[src/rtl/bkfi_div_pipe.sv]
// ----------------------------------------------------------------------------
// bkfi_div_pipe
// Pipelined restoring divider, one quotient bit per register stage.
// ----------------------------------------------------------------------------
// The numerator's upper DW bits must be below the divisor, so the quotient
// fits in QW bits. A sideband word and a valid bit travel with each item.
module bkfi_div_pipe #(
  parameter int QW = 16,
  parameter int DW = 24,
  parameter int SW = 8
) (
  input  logic               clk,
  input  logic               rst,
  input  logic               en,
  input  logic               in_valid,
  input  logic [DW+QW-1:0]   in_num,
  input  logic [DW-1:0]      in_den,
  input  logic [SW-1:0]      in_side,
  output logic               out_valid,
  output logic [QW-1:0]      out_quot,
  output logic [SW-1:0]      out_side
);

  logic          valid_q [QW];
  logic [DW-1:0] rem_q   [QW];
  logic [QW-1:0] low_q   [QW];
  logic [QW-1:0] quot_q  [QW];
  logic [DW-1:0] den_q   [QW];
  logic [SW-1:0] side_q  [QW];

  for (genvar i = 0; i < QW; i++) begin : g_stage
    logic          valid_in;
    logic [DW-1:0] rem_in;
    logic [QW-1:0] low_in;
    logic [QW-1:0] quot_in;
    logic [DW-1:0] den_in;
    logic [SW-1:0] side_in;
    logic [DW:0]   trial;
    logic          fits;

    if (i == 0) begin : g_first
      assign valid_in = in_valid;
      assign rem_in   = in_num[DW+QW-1:QW];
      assign low_in   = in_num[QW-1:0];
      assign quot_in  = '0;
      assign den_in   = in_den;
      assign side_in  = in_side;
    end else begin : g_next
      assign valid_in = valid_q[i-1];
      assign rem_in   = rem_q[i-1];
      assign low_in   = low_q[i-1];
      assign quot_in  = quot_q[i-1];
      assign den_in   = den_q[i-1];
      assign side_in  = side_q[i-1];
    end

    assign trial = {rem_in, low_in[QW-1]};
    assign fits  = (trial >= {1'b0, den_in});

    always_ff @(posedge clk) begin
      if (rst) begin
        valid_q[i] <= 1'b0;
      end else if (en) begin
        valid_q[i] <= valid_in;
      end
    end

    always_ff @(posedge clk) begin
      if (en) begin
        rem_q[i]  <= fits ? DW'(trial - {1'b0, den_in}) : trial[DW-1:0];
        low_q[i]  <= low_in << 1;
        quot_q[i] <= (quot_in << 1) | QW'(fits);
        den_q[i]  <= den_in;
        side_q[i] <= side_in;
      end
    end
  end

  assign out_valid = valid_q[QW-1];
  assign out_quot  = quot_q[QW-1];
  assign out_side  = side_q[QW-1];

endmodule

[config.mk]
export PLATFORM = sky130hd
export DESIGN_NAME = bkfi_div_pipe
export DESIGN_NICKNAME = d
export VERILOG_FILES = /design/src/rtl/bkfi_div_pipe.sv
export SDC_FILE = /design/constraint.sdc
export NUM_CORES = 2
export LEC_CHECK = 0
export ABC_CLOCK_PERIOD_IN_PS = 3300
export BUFFER_PORTS_ARGS = -buffer_cell sky130_fd_sc_hd__buf_2
export CORE_MARGIN = 10
export CORE_UTILIZATION = 30
export CTS_BUF_LIST = sky130_fd_sc_hd__clkbuf_8
export CTS_CLUSTER_SIZE = 16
export DETAILED_ROUTE_END_ITERATION = 16
export GPL_ROUTABILITY_DRIVEN = 0
export GPL_TIMING_DRIVEN = 0
export PLACE_DENSITY = 0.5
export SETUP_SLACK_MARGIN = 0.2
export SYNTH_ARGS = -nofsm -noshare
export SYNTH_HDL_FRONTEND = slang
export SYNTH_SLANG_ARGS = --single-unit
[constraint.sdc]
create_clock -name clk -period 3.3 [get_ports clk]
set_input_delay 0.165 -clock clk [delete_from_list [all_inputs] [get_ports clk]]
set_output_delay 0.165 -clock clk [all_outputs]
set_load 0.01 [all_outputs]
# Word level (Yosys, flattened, before mapping)
# Memories as Yosys holds them, arrays and structs flattened.
# Cells that the tools add are included.
[totals]
ff_bits = 0
latch_bits = 0
ramBits = 1408
romBits = 0
in_bits = 76
out_inout_bits = 25
wordCells = 107
memories = 6
[memory_table]
columns = ["name", "depth", "word_bits", "read_ports", "rd_clocked_by_memory_dff", "write_ports", "line", "text"]
rows = [
  ["den_q", 16, 24, 15, 0, 16, "28", "logic [DW-1:0] den_q [QW];"],
  ["rem_q", 16, 24, 15, 0, 16, "25", "logic [DW-1:0] rem_q [QW];"],
  ["quot_q", 16, 16, 16, 0, 16, "27", "logic [QW-1:0] quot_q [QW];"],
  ["low_q", 16, 15, 15, 0, 16, "26", "logic [QW-1:0] low_q [QW];"],
  ["side_q", 16, 8, 16, 0, 16, "29", "logic [SW-1:0] side_q [QW];"],
  ["valid_q", 16, 1, 16, 0, 16, "24", "logic valid_q [QW];"],
]
[classes]
add_sub_neg = 16
n_mul = 0
n_div = 0
n_lt_le_gt_ge = 16
n_eq_ne = 0
shift = 0
muxes = 38
bitwise = 31
n_reduce_logical = 0
[ops]
columns = ["operator", "count"]
rows = [
  ["$ge A25 B24 Y1", 16],
  ["$mux W24", 16],
  ["$sub A24 B24 Y24", 16],
  ["$or A16 B1 Y16", 15],
  ["$mux W1", 22],
  ["$or A1 B1 Y1", 16],
]

# Depth between registers and ports, before layout
[logic_depth]
depth_word = 4
depth_mapped = 14
ltp_nobuf = 12

# Worst setup path before layout
# Ideal clock, no wire load.
[synth_path]
kind = "flip-flop to flip-flop"
start = "mem den_q[3][1]"
end = "mem rem_q[4][16] (data pin)"
setup_ps = 260
t_arrival_ps = 2879
required_time_ps = 3040
slack_ps = 162
path_stages_with_launch = 13
n_path_buf = 1
period_less_slack_ps = 3138
cell_sequence = "edfxtp_1 inv_1 ha_1 nor2b_1 o31a_1 o21ai_2 o21ai_1 a31oi_1 o21a_1 o21ai_1 a311oi_4 buf_6 mux2_2"
[synth_lines]
columns = ["item", "line"]
rows = [
  ["from (decl)", "28"],
  ["to (decl)", "25"],
]

==> impl_metrics.json <==
{
  "die_w_um": 457.0,
  "async_flop_share_pct": 0,
  "worst_path_most_repeated_cell": "buf_12",
  "clockBufferDepth": 3,
  "power.switching_mw": 24.23,
  "wl_per_cell_um": 15.94,
  "vias_per_cell": 4.663,
  "totalWireLength_mm": 127.4,
  "drtIter0Drc": 1808,
  "grtUsageTotal_pct": 11.50,
  "outcome": "finished, violations left",
  "start_kind": "flop",
  "path_class": "reg2reg",
  "ys_warn_count": 0,
  "postSynthRegisterBits": 1120,
  "root_buffer": "clkbuf_8",
  "synth_nets": 5095,
  "fin_area_mm2": 0.07185,
  "crit_path_top_delay_cell": "a2111o_1",
  "clockPowerShare_pct": 18.0,
  "fmax_mhz": 297.3,
  "post-route-util_pct": 37.82,
  "ys_types": 87,
  "power_density_mw_per_mm2": 936.8,
  "finalSetupViolations": 20,
  "clock_skew_ps": 43.20,
  "pwr-share-comb_pct": 49.5,
  "maxCapViolCount": 0,
  "slew_violations": 0,
  "insertion_delay_ps": 930,
  "die-area_mm2": 0.2088,
  "p_seq_share_pct": 32.5,
  "worst_slew_pin_slew_ps": 973.8,
  "finalSetupTns_ps": -587.1,
  "drive_gt1_share_pct": 21.04,
  "coreArea_mm2": 0.1900,
  "first_global_vias": 38700,
  "cp-end-kind": "flop",
  "most-common-layout-cells": "1120 x edfxtp_1, 525 x inv_1, 329 x ha_1",
  "io_pins": 101,
  "avgSynthCellArea_um2": 12.40,
  "cts.reportedPaths.clkPinSlew_ps": 60,
  "max_stage_delay_ps": 440,
  "relSlewSlack_pct": 35.08,
  "ir_worst_vdd_mv": 0.3351,
  "timing.final.ws_setup_ps": -63.18,
  "syn-cell-area_mm2": 0.05729,
  "io_buffers": 100,
  "hpwlAfterDp_mm": 86.36,
  "arrival_ps": 4040,
  "synthCells": 4620,
  "p_sw_share_pct": 35.99,
  "hold_viol": 0,
  "power.internal_mw": 43.09,
  "crit_chain": "inv_2 > ha_4 > nor2b_4 > o31a_1 > nor4_4 > o21ai_4 > a2111o_1 > nand2_2 > a21oi_2 > o32ai_4 > buf_12 > buf_12 > buf_12 > mux2_4",
  "fin_crit_sh_pct": 101.9,
  "leakage_nw": 28.83,
  "ys.flop_type": "edfxtp_1",
  "grt_pass1_wl_mm": 196.6,
  "cts_tree": "done",
  "overflow": 0,
  "area_delta_synth_final_pct": 25.42,
  "crit_path_max_fanout": 6,
  "synth-edff-count": 1120,
  "drc": 0,
  "vias": 37290,
  "firstDrtPassIters": 7,
  "worst-endpoint-required_ps": 3970,
  "antenna_found_initial": 2,
  "dpl_cell_area_mm2": 0.06114,
  "placementRows": 160,
  "synth_sequential_area_ratio_pct": 58.71,
  "h-tree-depth": 4,
  "fp.dieH_um": 457.0,
  "ant_nets": 0,
  "layout.nets": 5790,
  "layout_commonest_cell": "edfxtp_1",
  "fin_crit_ps": 3363,
  "hp-class": "in2reg",
  "failed_checks": "setup timing",
  "grt_start_max_net_pins": 162,
  "cts_made_buffers": 205,
  "rsz0062_at_grt": "yes",
  "start_util_pct": 30.15,
  "clkSinkCount": 1120
}
## cells by family after synthesis
group,share of synthesized area (%)
AOI/OAI and AO/OA,12.40
xor gates and xnor gates,4.281
adders and majority gates,8.911
buffers and inverters,3.842
DFF,58.71
muxes,3.933
and+or+nand+nor,7.930
## power by group through the flow
stage	Clock (mW)	Sequential, mW	Combinational, mW
after CTS	12.7	21.8	30.9
final	12.1	21.9	33.3
after detailed placement	0	22.0	25.0
after global placement	0	22.5	24.7
after global routing	13.4	22.2	36.3
after floorplan	0	21.5	19.1
## layer usage
metal	GRT usage, %	part of all wire, %
met1	10.96	37
met2	21.96	53
met3	2.395	3.5
met4	7.790	6.7
met5	0	0
## worst max-delay path: cells and delay by family, from the launching register on
| kind | cells | cell delay, ps |
|---|---|---|
| muxes | 1 | 300 |
| AOI/OAI and AO/OA | 5 | 1110 |
| and+or+nand+nor | 3 | 580 |
| buffers and inverters | 4 | 500 |
| adders and majority gates | 1 | 200 |
| DFF | 1 | 410 |
## final cells by class
type / instances / area [µm²]
Antenna cell: 6 / 15.01
Buffer: 92 / 902.1
Clock buffer: 205 / 2821
Clock inverter: 167 / 904.6
Fill cell: 18050 / 118100
Inverter: 471 / 1768
Multi-Input combinational cell: 2937 / 23970
Sequential cell: 1120 / 33630
Tap cell: 2511 / 3142
Timing Repair Buffer: 488 / 4697
## worst paths after layout
path	startpoint	end	slack, ps	cells after the start
max	den_q[0][1]	rem_q[1][20]	-60	14
min	in_num[17]	rem_q[0][2]	110	3
max reg2reg	den_q[0][1]	rem_q[1][20]	-60	14
min reg2reg	side_q[5][4]	side_q[5][12]	410	0
## cells in the mapped netlist (all sizes together) (36+ instances only)
cell type | count | area (µm²)
a21o | 146 | 1096
a21oi | 335 | 1680
a31oi | 42 | 262.8
and3 | 36 | 225.2
clkbuf | 57 | 214.0
edfxtp | 1120 | 33630
ha | 384 | 4805
inv | 471 | 1768
mux2 | 185 | 2083
nand2 | 251 | 942.2
nand2b | 47 | 294.0
nand3 | 59 | 295.3
nand4 | 61 | 381.6
nor2 | 255 | 959.7
nor2b | 63 | 401.6
nor3 | 58 | 290.3
o21a | 63 | 473.0
o21ai | 278 | 1403
xnor2 | 176 | 1541
xor2 | 104 | 910.9
## through the flow
step                cells  total power [mW]  hold slack [ps]  setup WS, ps
finish               7997             67.31            106.0        -63.18
global route         7997             71.94            32.78        -145.5
CTS                  7874             65.48           -717.4        -27.73
detailed placement   7238             47.00            343.9         -1013
global placement     7231             47.19            342.0        -17080
floorplan            4620             40.60            263.9         181.5
## state kept, by name, indices dropped and copies added (netlist names)
register  cells
side_q      128
low_q       120
rem_q       360
den_q       360
quot_q      136
valid_q      16
## repair_timing
| item | in CTS | in global routing |
|---|---|---|
| pin swaps | 83 | 109 |
| cloned | 12 | 6 |
| hold buffers | 131 | 15 |
| endpoints found under the hold margin | 234 | 10 |
| resized for setup | 491 | 252 |
| setup endpoints to repair | 347 | 373 |
| setup buffers | 121 | 96 |
(Power assumes the default switching activity.)
